### config.mk
export PLATFORM = sky130hd
export DESIGN_NAME = tpmv_ctrl
export DESIGN_NICKNAME = d
export VERILOG_FILES = /design/src/ternary_packed_matvec_core_defines.svh /design/src/tpmv_pkg.sv /design/src/tpmv_ctrl.sv
export SDC_FILE = /design/constraint.sdc
export NUM_CORES = 1
export LEC_CHECK = 0
export BUFFER_PORTS_ARGS = -buffer_cell sky130_fd_sc_hd__buf_2
export CAP_MARGIN = 20
export CORE_AREA = 2 2 39 41
export DETAILED_ROUTE_END_ITERATION = 16
export DIE_AREA = 0 0 41 43
export PLACE_DENSITY = 0.45
export SYNTH_ARGS = -nofsm -noshare
export SYNTH_HDL_FRONTEND = slang
export SYNTH_SLANG_ARGS = --single-unit
### constraint.sdc
create_clock -name clk -period 2.6 [get_ports clk]
set_clock_uncertainty 0.15 [all_clocks]
set_input_delay 0.13 -clock clk [delete_from_list [all_inputs] [get_ports clk]]
set_output_delay 0.13 -clock clk [all_outputs]
set_load 0.05 [all_outputs]
### src/ternary_packed_matvec_core_defines.svh
// Assertion macros for the ternary packed matrix-vector core
`ifndef TERNARY_PACKED_MATVEC_CORE_DEFINES_SVH
`define TERNARY_PACKED_MATVEC_CORE_DEFINES_SVH

// same-cycle implication on clk, off during reset
`define TPMV_ASSERT_IMP(label, ante, cons, msg) \
	label: assert property (@(posedge clk) disable iff (!arst_n) (ante) |-> (cons)) \
		else $error(msg);

// next-cycle implication on clk, off during reset
`define TPMV_ASSERT_NXT(label, ante, cons, msg) \
	label: assert property (@(posedge clk) disable iff (!arst_n) (ante) |=> (cons)) \
		else $error(msg);

`endif

### src/tpmv_pkg.sv
// Types, constants and codes shared by the ternary packed matrix-vector core
package tpmv_pkg;

	localparam int MAX_COLS = 4096;
	localparam int ACT_W    = 16;
	localparam int TRITS    = 4;
	localparam int TRIT_W   = 2;
	localparam int SUM_W    = 32;
	localparam int ROWS_W   = 16;
	localparam int CFG_W    = 16;

	localparam int IDX_W    = $clog2(MAX_COLS);
	localparam int TSEL_W   = $clog2(TRITS);
	localparam int ROW_AW   = $clog2(MAX_COLS / TRITS);
	localparam int ROW_DEPTH = MAX_COLS / TRITS;
	localparam int COL_W    = $clog2(MAX_COLS) + 1;
	localparam int BYTE_W   = TRITS * TRIT_W;

	localparam logic OP_LOAD   = 1'b0;
	localparam logic OP_WEIGHT = 1'b1;

	localparam logic [TRIT_W-1:0] TRIT_POS = 2'b01;
	localparam logic [TRIT_W-1:0] TRIT_NEG = 2'b10;

	localparam logic CFG_COLS = 1'b0;
	localparam logic CFG_ROWS = 1'b1;

	typedef enum logic [1:0] {
		ST_IDLE,
		ST_ACC,
		ST_DONE
	} tpmv_state_t;

	typedef struct packed {
		logic                    operation;
		logic [IDX_W-1:0]        act_index;
		logic signed [ACT_W-1:0] act_value;
		logic [BYTE_W-1:0]       weight_byte;
	} tpmv_in_t;

	typedef struct packed {
		logic signed [SUM_W-1:0] row_sum;
		logic [ROWS_W-1:0]       row_index;
		logic                    last_row;
	} tpmv_out_t;

	typedef struct packed {
		logic              load_act;
		logic              latch_byte;
		logic              acc_step;
		logic [TSEL_W-1:0] trit;
		logic              adv_byte;
		logic              emit;
	} tpmv_cmd_t;

	typedef struct packed {
		logic row_end;
		logic out_free;
	} tpmv_sts_t;

endpackage

### src/tpmv_ctrl.sv
// Sequencer: item acceptance, per-trit accumulate steps and row completion
module tpmv_ctrl import tpmv_pkg::*; (
	input  logic      clk,
	input  logic      arst_n,
	input  logic      item_valid,
	input  logic      operation,
	output logic      item_stall,
	input  tpmv_sts_t sts,
	output tpmv_cmd_t cmd
);

	tpmv_state_t       state_q, state_d;
	logic [TSEL_W-1:0] trit_q;
	logic              accept;
	logic              last_trit;

	assign accept    = item_valid && (state_q == ST_IDLE);
	assign last_trit = (trit_q == TSEL_W'(TRITS - 1));

	always_ff @(posedge clk or negedge arst_n) begin
		if (!arst_n) begin
			state_q <= ST_IDLE;
			trit_q  <= '0;
		end else begin
			state_q <= state_d;
			if (state_q == ST_ACC) begin
				trit_q <= last_trit ? '0 : trit_q + TSEL_W'(1);
			end
		end
	end

	always_comb begin
		state_d = state_q;
		unique case (state_q)
			ST_IDLE: begin
				if (accept && operation == OP_WEIGHT) begin
					state_d = ST_ACC;
				end
			end
			ST_ACC: begin
				if (last_trit) begin
					state_d = sts.row_end ? ST_DONE : ST_IDLE;
				end
			end
			ST_DONE: begin
				if (sts.out_free) begin
					state_d = ST_IDLE;
				end
			end
			default: state_d = ST_IDLE;
		endcase
	end

	always_comb begin
		item_stall     = (state_q != ST_IDLE);
		cmd            = '0;
		cmd.trit       = trit_q;
		cmd.load_act   = accept && operation == OP_LOAD;
		cmd.latch_byte = accept && operation == OP_WEIGHT;
		cmd.acc_step   = (state_q == ST_ACC);
		cmd.adv_byte   = (state_q == ST_ACC) && last_trit && !sts.row_end;
		cmd.emit       = (state_q == ST_DONE) && sts.out_free;
	end

endmodule

# Yosys cells after proc, flatten, opt, wreduce, memory -nomap -nowiden
# Index checks and enable logic that the tools add are counted.
op_classes:
  n_reduce_logical: 10
  addsub: 1
  n_eq_ne: 6
  n_bitwise: 1
  muxes: 6
op_table:
  columns: ["operator", "n"]
  rows:
  - ["$mux W2", 5]
  - ["$logic_and A1 B1 Y1", 6]
  - ["$pmux W2 S3", 1]
  - ["$eq A2 B2 Y1 const B", 2]
  - ["$ne A2 B2 Y1 const B", 2]
  - ["$reduce_and A3 Y1", 1]
  - ["$add A2 B1 Y2 const B", 1]
  - ["$eq A2 B1 Y1 const B", 1]
  - ["$logic_not A2 Y1", 1]
  - ["$ne A2 B1 Y1 const B", 1]
  - ["$reduce_bool A2 Y1", 1]
  - ["$logic_not A1 Y1", 1]
  - ["$not A1 Y1", 1]
word_totals:
  out_inout_bits: 8
  reg_bits: 4

# Depth between registers and ports, before layout
depth:
  depth_word: 5
  mapped_depth: 3

# Worst setup path before layout
# OpenSTA, ideal clock, no wires.
synth_timing:
  path_kind: "register to output"
  startpoint: "register trit_q[0]"
  endpoint: "output cmd[1] in the netlist's numbering"
  path_buffers: 0
  t_required_ps: 2320
  path_stages_with_launch: 3
  slack_ps: 224
  arrival_time_ps: 2096
  path_cell_list: "dfrtp_1 -> ha_1 -> nor3b_1"
synth_rtl:
  columns: ["item", "line", "rtl"]
  rows:
  - ["start: declaration", "tpmv_ctrl.sv:13", "logic [TSEL_W-1:0] trit_q;"]
  - ["start signal: assignment", "tpmv_ctrl.sv:27", "trit_q <= last_trit ? '0 : trit_q + TSEL_W'(1);"]
  - ["end: declaration", "tpmv_ctrl.sv:9", "output tpmv_cmd_t cmd"]

==> flow_metrics.env <==
export IMPL_cts_setup_buffers=0
export IMPL_die_x_um=41
export IMPL_status="completed"
export IMPL_syn_num_nets=28
export IMPL_synth_common_cells="dfrtp_1, nor2_1, mux2_4, nand2_1, o22ai_1"
export IMPL_synth_top_area_share_pct=43.2
export IMPL_holdWs_ns=0.0243
export IMPL_yosys_top_cells_area="dfrtp_1, mux2_4, nand2b_4, ha_1, nor3b_2"
export IMPL_syn2layout_area_growth_pct=55.1
export IMPL_max_stage_delay_ns=0.40
export IMPL_syn_avg_cell_area_um2=11.0
export IMPL_ys_flop_type="dfrtp_1"
export IMPL_routed_via_density=3.60
export IMPL_hold_viol=0
export IMPL_r2r_start="trit_q[0]"
export IMPL_clock_fmax_mhz=623
export IMPL_synth_area_leader_cell="dfrtp_1"
export IMPL_cp_depth=3
export IMPL_grt_overflow=0
export IMPL_drcViolationCount=0
export IMPL_first_global_vias=193
export IMPL_worst_path_max_fanout=4
export IMPL_synth_area_um2=231
export IMPL_path_clk_slew_ns=0.04
export IMPL_worstPathCellList="or2_4 -> nor3b_2 -> buf_2"
export IMPL_crit_start="state_q[0]"
export IMPL_start_util_pct=16.7
export IMPL_fp_coreArea_um2=1380
export IMPL_fin_nets=48
export IMPL_yosys_warnings=0
export IMPL_slew_headroom_pct=83.3
export IMPL_syn_inst=21
export IMPL_power_density_nw_per_um2=1530
export IMPL_grt_max_degree=5
export IMPL_cts_tree="built"
export IMPL_synth_seq_cells=4
export IMPL_maxCapViolCount=0
export IMPL_cts_resized=0
export IMPL_hp_class="input pin to flop"
export IMPL_cp_data_arrival_time_ns=1.32
export IMPL_place_hpwl_um=377
export IMPL_rsz0062_at_grt="false"
export IMPL_n_fill_cell=147
export IMPL_wl_um=476
export IMPL_tns_ns=0
export IMPL_cp_slowest_cell="dfrtp_1"
export IMPL_crit_path_start_kind="flop"
export IMPL_synth_seq_area_share_pct=43.2
export IMPL_die_y_um=43
export IMPL_synth_async_reset_ratio_pct=100
export IMPL_antenna_cells=0
export IMPL_portBuffers=13
export IMPL_rows=14
export IMPL_grt_pass1_wl_um=807
export IMPL_cpLargestDelayFamily="simple AND/OR/NAND/NOR gates"
export IMPL_synth_edff_count=0
export IMPL_fin_crit_ns=1.60
export IMPL_p_leak_uw=0.000190
export IMPL_slew_viol_final=0
export IMPL_clock_sinks=4
export IMPL_cts_buffers_inserted=3
export IMPL_wl_per_cell_um=8.65
export IMPL_worstMarginPinSlew_ns=0.253
export IMPL_endpoint_kind="output port"
export IMPL_crit_type="flop to output port"
export IMPL_synth_cell_types=13
export IMPL_clk_latency_ns=0.23
export IMPL_synth_most_common_cell="dfrtp_1"
export IMPL_critPathBufInv=1
export IMPL_ant_nets=0
export IMPL_drive_gt1_share_pct=56.4
export IMPL_place_gp_congestion=0.622
export IMPL_antenna_found_initial=0
export IMPL_final_util_pct=25.9
export IMPL_holdPathStages=3
export IMPL_dr_first_iter_drc_count=3
export IMPL_worst_r2r_cell_count=2
export IMPL_hold_start="sts[1]"
export IMPL_place_area_um2=317
export IMPL_timing_final_crit_share_pct=61.7
export IMPL_clockRootBuffer="clkbuf_4"
export IMPL_die_area_um2=1760
export IMPL_h_tree_depth=1
export IMPL_grt_use_total_pct=7.06
export IMPL_num_io_pins=14
export IMPL_firstDrtPassIters=2
export IMPL_cp_required_ns=2.32
export IMPL_fin_area_um2=359
export IMPL_clock_path_buffers=2
export IMPL_final_setup_viol_count=0
export IMPL_vias=198
export IMPL_ir_worst_vdd_mv=0.686
per-stage QoR:
stage / power, µW / setup WS [ns] / std cells
after detailed placement: 475 / 1.23 / 50
final: 549 / 0.996 / 55
after CTS: 558 / 0.974 / 55
after global placement: 477 / 1.22 / 50
after floorplan: 410 / 0.224 / 21
after global routing: 593 / 0.872 / 55
final timing paths:
| kind | end | slack [ns] |
|---|---|---|
| worst max-delay path | cmd[6] | 1.0 |
| worst min-delay path | state_q[1] | 0.02 |
| worst max register to register | trit_q[1] | 1.38 |
| worst min register to register | trit_q[1] | 0.40 |
| max in group asynchronous | state_q[1] | 2.09 |
| min in group asynchronous | trit_q[1] | 0.09 |
registers in the layout (all words and copies together), names as in the netlist:
register,flops
trit_q,2
state_q,2
timing repair:
item,in CTS,in global routing
setup endpoints to repair,0,0
endpoints found under the hold margin,5,0
hold buffers,2,0
report_power, final:
group          total, µW  switching [µW]  internal (µW)
clock               74.6            23.1           51.5
sequential           118            26.4           91.7
combinational        357             232            125
total                549             282            268
kinds of logic after synthesis:
kind of cell	count (synthesis)	share of synthesized area, %
flip-flops	4	43.2
AO/OA/AOI/OAI	2	5.40
buffers and inverters	2	3.24
AND/OR/NAND/NOR	10	29.7
adder cells (fa/ha/maj)	1	5.40
multiplexers	2	13.0
cell usage in the layout, fill, tap and decap left out:
cell type and instances:
ha_1 1, nand2b_4 1, nor2_1 3, clkbuf_4 3
inv_2 1, o22ai_1 2, mux2_4 2, nor3b_1 1
or2_4 1, nor3b_2 1, dlygate4sd3_1 2, inv_1 1
dfrtp_1 4, buf_2 13, nand2_1 2, or2b_1 1
worst min-delay path: cells and delay by family:
family          cells  cell delay (ns)
simple gates        1             0.05
buf+inv             1             0.10
compound gates      1             0.07
layer usage:
| layer | vias to the layer above | global-route usage (%) | wire length, µm |
|---|---|---|---|
| li1 | 106 | - | - |
| met3 | 0 | 3.14 | 57 |
| met5 | - | 0 | 0 |
| met1 | 79 | 9.45 | 254 |
| met2 | 13 | 8.13 | 164 |
| met4 | 0 | 6.00 | 0 |
layout make-up:
class,instances,area [µm²],area share [%]
inverter,2,7.51,2.09
sequential,4,100,27.9
tap,16,20.0,5.57
clock buffer,3,22.5,6.27
timing repair buffer,15,85.1,23.7
multi-input combinational,15,124,34.5
Note: power is estimated with default switching activity, not from simulation.
